<file path="src/sv/hdrt_pkg.sv">
// ============================================================================
// hdrt_pkg
// Shared constants and the elaboration-time gamma threshold function for the
// HDR pixel tone mapper.
// ============================================================================
package hdrt_pkg;

    // IEEE single-precision field layout
    localparam int MAN_W      = 24;          // mantissa with hidden bit
    localparam int EXP_BIAS_M = 150;         // bias + 23 fraction bits
    localparam logic [7:0] EXP_ALL_ONE = 8'hFF;
    localparam logic [7:0] BYTE_MAX    = 8'hFF;

    // Smallest index i in 0..2^g-1 whose gamma byte reaches b, that is with
    // (2b-1)^11 * 2^(5g) <= 255^11 * i^5 * 2^11; 2^g when no index does.
    function automatic logic [16:0] gamma_thresh(input int g, input int b);
        logic [255:0] rhs;
        logic [255:0] base;
        logic [255:0] lhs;
        int lo;
        int hi;
        int mid;
        rhs  = 256'd1;
        base = 256'd1;
        lo   = 0;
        hi   = 1 << g;
        if (b == 0) begin
            return 17'd0;
        end
        for (int n = 0; n < 11; n++) begin
            rhs  = rhs * 256'(2 * b - 1);
            base = base * 256'd255;
        end
        rhs  = rhs << (5 * g);
        base = base << 11;
        for (int it = 0; it < 20; it++) begin
            if (lo < hi) begin
                mid = (lo + hi) >> 1;
                lhs = base;
                for (int n = 0; n < 5; n++) begin
                    lhs = lhs * 256'(mid);
                end
                if (rhs <= lhs) begin
                    hi = mid;
                end else begin
                    lo = mid + 1;
                end
            end
        end
        return 17'(lo);
    endfunction

endpackage

</file>
<file path="src/sv/hdrt_colour.sv">
// ============================================================================
// hdrt_colour
// One colour channel: float decode, pipelined restoring divide for
// x/(1+x) in fixed point, then a staged binary search of the gamma table.
// ============================================================================
module hdrt_colour
    import hdrt_pkg::*;
#(
    parameter int FRAC_BITS      = 16,
    parameter int GAMMA_LUT_BITS = 12
) (
    input  logic        i_clk,
    input  logic        i_en,
    input  logic [31:0] i_bits,
    output logic [7:0]  o_byte
);

    localparam int DW   = MAN_W + FRAC_BITS;   // divisor width
    localparam int G    = GAMMA_LUT_BITS;
    localparam int TH_W = G + 1;

    // gamma thresholds, one per output byte
    logic [TH_W-1:0] w_thr [256];
    for (genvar b = 0; b < 256; b++) begin : g_thr
        localparam logic [TH_W-1:0] T_B = TH_W'(gamma_thresh(G, b));
        assign w_thr[b] = T_B;
    end

    // ------------------------------------------------------------------
    // decode: reduce to floor(2^F * a / d) with a < d
    // ------------------------------------------------------------------
    logic [7:0]    w_ex;
    logic [MAN_W-1:0] w_mm;
    logic [7:0]    w_es;
    logic [7:0]    w_k;
    logic [47:0]   w_t;
    logic [DW-1:0] n_rem0;
    logic [DW-1:0] n_den0;

    always_comb begin
        w_ex   = i_bits[30:23];
        w_mm   = {(w_ex != 8'd0), i_bits[22:0]};
        w_es   = w_ex - 8'(EXP_BIAS_M);
        w_k    = (w_ex == 8'd0) ? 8'(EXP_BIAS_M - 1) : 8'(EXP_BIAS_M) - w_ex;
        w_t    = {24'd0, w_mm} << w_es[4:0];
        n_rem0 = '0;
        n_den0 = DW'(1);
        if (w_ex == EXP_ALL_ONE || i_bits[31] || i_bits[30:0] == 31'd0) begin
            // non-finite, zero or negative: result 0
            n_rem0 = '0;
            n_den0 = DW'(1);
        end else if (w_ex >= 8'(EXP_BIAS_M)) begin
            if (w_es >= 8'd24 || (|w_t[47:FRAC_BITS])) begin
                // saturate: a/(a+1) with a = 2^F-1 gives 2^F-1
                n_rem0 = DW'({FRAC_BITS{1'b1}});
                n_den0 = DW'(1) << FRAC_BITS;
            end else begin
                n_rem0 = DW'(w_t[FRAC_BITS-1:0]);
                n_den0 = DW'(w_t[FRAC_BITS-1:0]) + DW'(1);
            end
        end else if (w_k < 8'(MAN_W + FRAC_BITS)) begin
            n_rem0 = DW'(w_mm);
            n_den0 = DW'(w_mm) + (DW'(1) << w_k);
        end
    end

    // ------------------------------------------------------------------
    // divider: one quotient bit per stage
    // ------------------------------------------------------------------
    logic [DW-1:0]        r_rem [FRAC_BITS+1];
    logic [DW-1:0]        r_den [FRAC_BITS+1];
    logic [FRAC_BITS-1:0] r_quo [FRAC_BITS+1];

    always_ff @(posedge i_clk) begin
        if (i_en) begin
            r_rem[0] <= n_rem0;
            r_den[0] <= n_den0;
            r_quo[0] <= '0;
        end
    end

    for (genvar s = 0; s < FRAC_BITS; s++) begin : g_div
        logic [DW:0] w_r2;
        logic [DW:0] w_diff;
        logic        w_take;
        assign w_r2   = {r_rem[s], 1'b0};
        assign w_diff = w_r2 - {1'b0, r_den[s]};
        assign w_take = (w_r2 >= {1'b0, r_den[s]});
        always_ff @(posedge i_clk) begin
            if (i_en) begin
                r_rem[s+1] <= w_take ? w_diff[DW-1:0] : w_r2[DW-1:0];
                r_den[s+1] <= r_den[s];
                r_quo[s+1] <= {r_quo[s][FRAC_BITS-2:0], w_take};
            end
        end
    end

    // table index: top G bits of y (shifted up when F < G)
    logic [FRAC_BITS+G-1:0] w_wide;
    logic [G-1:0]           w_idx;
    assign w_wide = {r_quo[FRAC_BITS], {G{1'b0}}};
    assign w_idx  = w_wide[FRAC_BITS+G-1:FRAC_BITS];

    // ------------------------------------------------------------------
    // gamma search: one result bit per stage, MSB first
    // ------------------------------------------------------------------
    logic [7:0]   r_acc [8];
    logic [G-1:0] r_gi  [8];

    for (genvar s = 0; s < 8; s++) begin : g_gam
        logic [7:0]   w_acc_in;
        logic [G-1:0] w_gi_in;
        logic [7:0]   w_cand;
        if (s == 0) begin : g_first
            assign w_acc_in = 8'd0;
            assign w_gi_in  = w_idx;
        end else begin : g_next
            assign w_acc_in = r_acc[s-1];
            assign w_gi_in  = r_gi[s-1];
        end
        assign w_cand = w_acc_in | (8'd1 << (7 - s));
        always_ff @(posedge i_clk) begin
            if (i_en) begin
                r_acc[s] <= (w_thr[w_cand] <= {1'b0, w_gi_in}) ? w_cand : w_acc_in;
                r_gi[s]  <= w_gi_in;
            end
        end
    end

    assign o_byte = r_acc[7];

endmodule

</file>
<file path="config.mk">
export PLATFORM = sky130hd
export DESIGN_NAME = hdrt_colour
export DESIGN_NICKNAME = d
export VERILOG_FILES = /design/src/sv/hdrt_pkg.sv /design/src/sv/hdrt_colour.sv
export SDC_FILE = /design/constraint.sdc
export NUM_CORES = 2
export LEC_CHECK = 0
export ABC_CLOCK_PERIOD_IN_PS = 6200
export BUFFER_PORTS_ARGS = -buffer_cell sky130_fd_sc_hd__buf_2
export CORE_MARGIN = 4
export CORE_UTILIZATION = 50
export CTS_BUF_LIST = sky130_fd_sc_hd__clkbuf_16
export CTS_CLUSTER_DIAMETER = 40
export DETAILED_ROUTE_END_ITERATION = 8
export PLACE_DENSITY_LB_ADDON = 0.2
export REMOVE_ABC_BUFFERS = 1
export SYNTH_ARGS = -nofsm -noshare
export SYNTH_HDL_FRONTEND = slang
export SYNTH_SLANG_ARGS = --single-unit
</file>
<file path="constraint.sdc">
create_clock -name i_clk -period 6.2 [get_ports i_clk]
set_clock_uncertainty 0.2 [all_clocks]
set_input_delay 1.24 -clock i_clk [delete_from_list [all_inputs] [get_ports i_clk]]
set_output_delay 1.24 -clock i_clk [all_outputs]
set_load 0.01 [all_outputs]
</file>
==> out/summary.json <==
{
  "holdCritStartpoint": "r_quo[0][64]",
  "layout_commonest_cell": "edfxtp_1",
  "max_slew.worst_pin.slew_ns": 1.11,
  "yosys.area.top_type_share_pct": 47.2,
  "global_route_wire_length_before_repair_um": 281000,
  "largest_delay_share_family_worst_path": "compound AO/OA/AOI/OAI gates",
  "finish.cell_count_without_fillers": 9418,
  "worst_path_max_delay_cell": "a311oi_1",
  "drive_above_1_share_pct": 9.98,
  "synthXorXnorAreaFrac_pct": 4.79,
  "power.share.switching_pct": 35.3,
  "setup.reg_to_reg.worst_slack_ns": 1.38,
  "layout_common_cells": "edfxtp_1, inv_1, ha_1",
  "path_buf_inv": 3,
  "rows": 142,
  "full_die_area_sq_um": 158000,
  "via_count_of_the_first_global_routing_pass": 53400,
  "insertion_delay_ns": 0.80,
  "seq_area_frac_synth_pct": 47.2,
  "placement.cell_area_sq_um": 78200,
  "fmaxAchievable_mhz": 188,
  "cts_tree": "built",
  "cts_max_path_buffers": 3,
  "report.final.slew_viol_count": 0,
  "fillers": 12800,
  "final_min_period_over_clock_period_pct": 85.6,
  "crit_top_cell": "a21oi_1",
  "track_usage_pct": 22.1,
  "cts_repair_resize_count": 0,
  "unrepaired_setup_endpoints_after_global_routing": "false",
  "synth_compound_area_share_pct": 17.0,
  "p_switching_mw": 12.6,
  "worstPathMaxFanout": 10,
  "drt-pass1-iter-count": 7,
  "synth_area_sq_um": 75700,
  "detail_route.wl_per_cell_um": 18.7,
  "finalSetupViolations": 0,
  "yosys-mux-area-fraction_pct": 4.89,
  "number_of_enable_flip_flop_cells_after_synthesis": 1190,
  "ios": 42,
  "synth_top_area_cell": "edfxtp_1",
  "timing_hold_violations_final": 0,
  "drc": 0,
  "htreeDepth": 4,
  "floorplan.die.height_um": 397,
  "min_path_type": "register to register",
  "synth_area_per_cell_sq_um": 10.5,
  "start_util_pct": 50.4,
  "nNetsFinal": 7915,
  "period_needed_ns": 5.31,
  "grt_start_max_net_pins": 146,
  "p_comb_share_pct": 38.8,
  "synth_flop_cell": "edfxtp_1",
  "worst_hold_path.endpoint": "r_quo[0][81]",
  "worst_path_largest_cell_delay_ns": 0.54,
  "r2r-start": "r_rem[0][121]",
  "final_cell_area_sq_um": 84200,
  "power_frac_seq_pct": 33.7,
  "clockRootBuffer": "clkbuf_16",
  "yosys.area_share.adder_pct": 10.5,
  "die_width_um": 397,
  "core-area_sq_um": 150000,
  "netlist-cell-type-count": 91,
  "area_delta_synth_final_pct": 11.3,
  "required_ns": 6.53,
  "largest_voltage_drop_on_the_vdd_net_uv": 308,
  "result_of_the_run": "completed",
  "numPlacedInstances": 9088,
  "critical_path.startpoint_type": "input port",
  "slew-limit-headroom_pct": 25.1,
  "cts.clk_slew.worst_paths_ns": 0.05,
  "vias": 53800,
  "number_of_clock_buffers_inserted_by_tritoncts": 178,
  "global_route.overflow_total": 0,
  "syn-instance-count": 7217,
  "clock_power_share_pct": 27.6,
  "rr_endpoint": "r_rem[0][176]",
  "reg2reg_depth": 12,
  "synth_seq_cells": 1190,
  "vias_per_cell": 5.71,
  "finalWirelength_um": 176000,
  "power_density_nw_per_um2": 425,
  "ys_async_sr_fraction_pct": 0,
  "dpl.hpwl_um": 134000,
  "drt_iter0_drc": 3342,
  "postRouteAntennaNets": 0,
  "number_of_antenna_violations_at_the_first_check_in_global_routing": 3,
  "clock_sink_count": 1190,
  "diodes": 0,
  "place.gp.congestion": 0.950,
  "power_report.internal_total_mw": 23.2,
  "arrival_ns": 5.64,
  "synth-simple-area-share_pct": 10.8,
  "setup.worst_path.class": "input port to register",
  "ctsHoldBuffers": 0,
  "ys.warnings.count": 0,
  "maxCapViolations": 0,
  "synth.area.top_cells": "edfxtp_1, ha_1, a21oi_1",
  "timing.critical_path.to_type": "register",
  "static-leakage-power_nw": 35.2,
  "post-cts-setup-buffers": 0,
  "combinational_family_with_the_most_area_after_synthesis": "compound AO/OA/AOI/OAI gates",
  "hold_path_depth": 0,
  "path_cells": "buf_2 > ha_1 > nand2b_1 > a21oi_1 > o22ai_1 > nand2_1 > a21oi_1 > a31oi_1 > nor2_1 > buf_4 > nand4_1 > inv_1 > ha_1 > a21o_1 > a21oi_1 > o211a_1 > o211ai_1 > a41o_1 > a21o_1 > a311oi_1 > a21oi_1 > xnor2_1 > nor2_1",
  "port_buffers": 41
}
## area by class of cell
type / instances / area (sq um) / area share, %
Clock buffer: 185 / 4630 / 5.49
Inverter: 706 / 2650 / 3.15
Multi-Input combinational cell: 5073 / 36500 / 43.3
Timing Repair Buffer: 103 / 868 / 1.03
Tap cell: 2016 / 2520 / 2.99
Clock inverter: 145 / 1390 / 1.65
Sequential cell: 1190 / 35700 / 42.4
## cells by family (layout without fill, tap and decap cells)
family,after synthesis,after routing
AOI/OAI and AO/OA,2027,2027
buffers and inverters,954,1139
muxes,299,299
adders and majority gates,629,629
and+or+nand+nor,1704,1704
DFF,1190,1190
xor gates and xnor gates,414,414
## synthesized netlist by cell type, drive strengths merged (14+ instances only)
library cell / number
edfxtp: 1190
inv: 704
ha: 617
a21oi: 588
nand2: 535
o21ai: 465
nor2: 416
a21o: 328
xnor2: 231
mux2: 219
clkbuf: 215
xor2: 183
nand3: 125
nand4: 101
and3: 84
nand2b: 84
nor3: 83
nor2b: 79
o21a: 76
a31oi: 73
a211oi: 64
o21bai: 53
mux2i: 45
o31ai: 45
o211ai: 43
a21boi: 41
and2: 40
mux4: 35
buf: 33
nor4: 33
o22ai: 33
or2: 32
a311oi: 21
and4: 19
a211o: 18
or3: 18
a31o: 17
o221ai: 15
a221oi: 14
a41oi: 14
## per-stage QoR
| stage | power, mW | setup slack (ns) | utilization, % | hold WS (ns) | setup TNS (ns) |
|---|---|---|---|---|---|
| floorplan | 22.4 | -1.13 | - | 0.200 | -51.59 |
| global placement | 25.8 | 0.112 | 52.1 | 0.201 | 0 |
| detailed placement | 25.9 | 0.150 | 52.1 | 0.205 | 0 |
| CTS | 36.0 | 0.988 | 56.1 | 0.217 | 0 |
| global route | 38.2 | 0.535 | 56.1 | 0.221 | 0 |
| finish | 35.8 | 0.890 | 56.1 | 0.214 | 0 |
## worst max path at each step
stage / to / slack, ns / cells past startpoint / startpoint
after detailed placement: r_den[0][23] / 0.15 / 23 / i_bits[25]
after global routing: r_den[0][24] / 0.53 / 24 / i_bits[24]
after floorplan: r_quo[0][32] / -1.13 / 9 / r_rem[0][55]
final: r_den[0][23] / 0.89 / 23 / i_bits[25]
after CTS: r_den[0][23] / 0.99 / 23 / i_bits[25]
after global placement: r_den[0][23] / 0.11 / 23 / i_bits[23]
## flip-flops by register name, indices dropped and copies added (netlist names)
signal / cells
r_acc: 36
r_den: 480
r_rem: 464
r_gi: 84
r_quo: 126
## power by group through the flow
stage | clock network (mW) | logic, mW | registers, mW
finish | 9.87 | 13.9 | 12.1
global route | 10.5 | 15.5 | 12.2
CTS | 10.1 | 13.9 | 12.1
detailed placement | 0 | 13.7 | 12.2
global placement | 0 | 13.6 | 12.2
floorplan | 0 | 10.5 | 11.8
## layer usage
layer,share of wire [%],up-vias,global-route usage [%]
met5,0,-,0
met4,6.4,0,13.3
met3,3.4,447,2.78
met2,50,1198,39.7
met1,40,25400,25.1
li1,-,26700,-
Power figures use the tool's default switching activity.
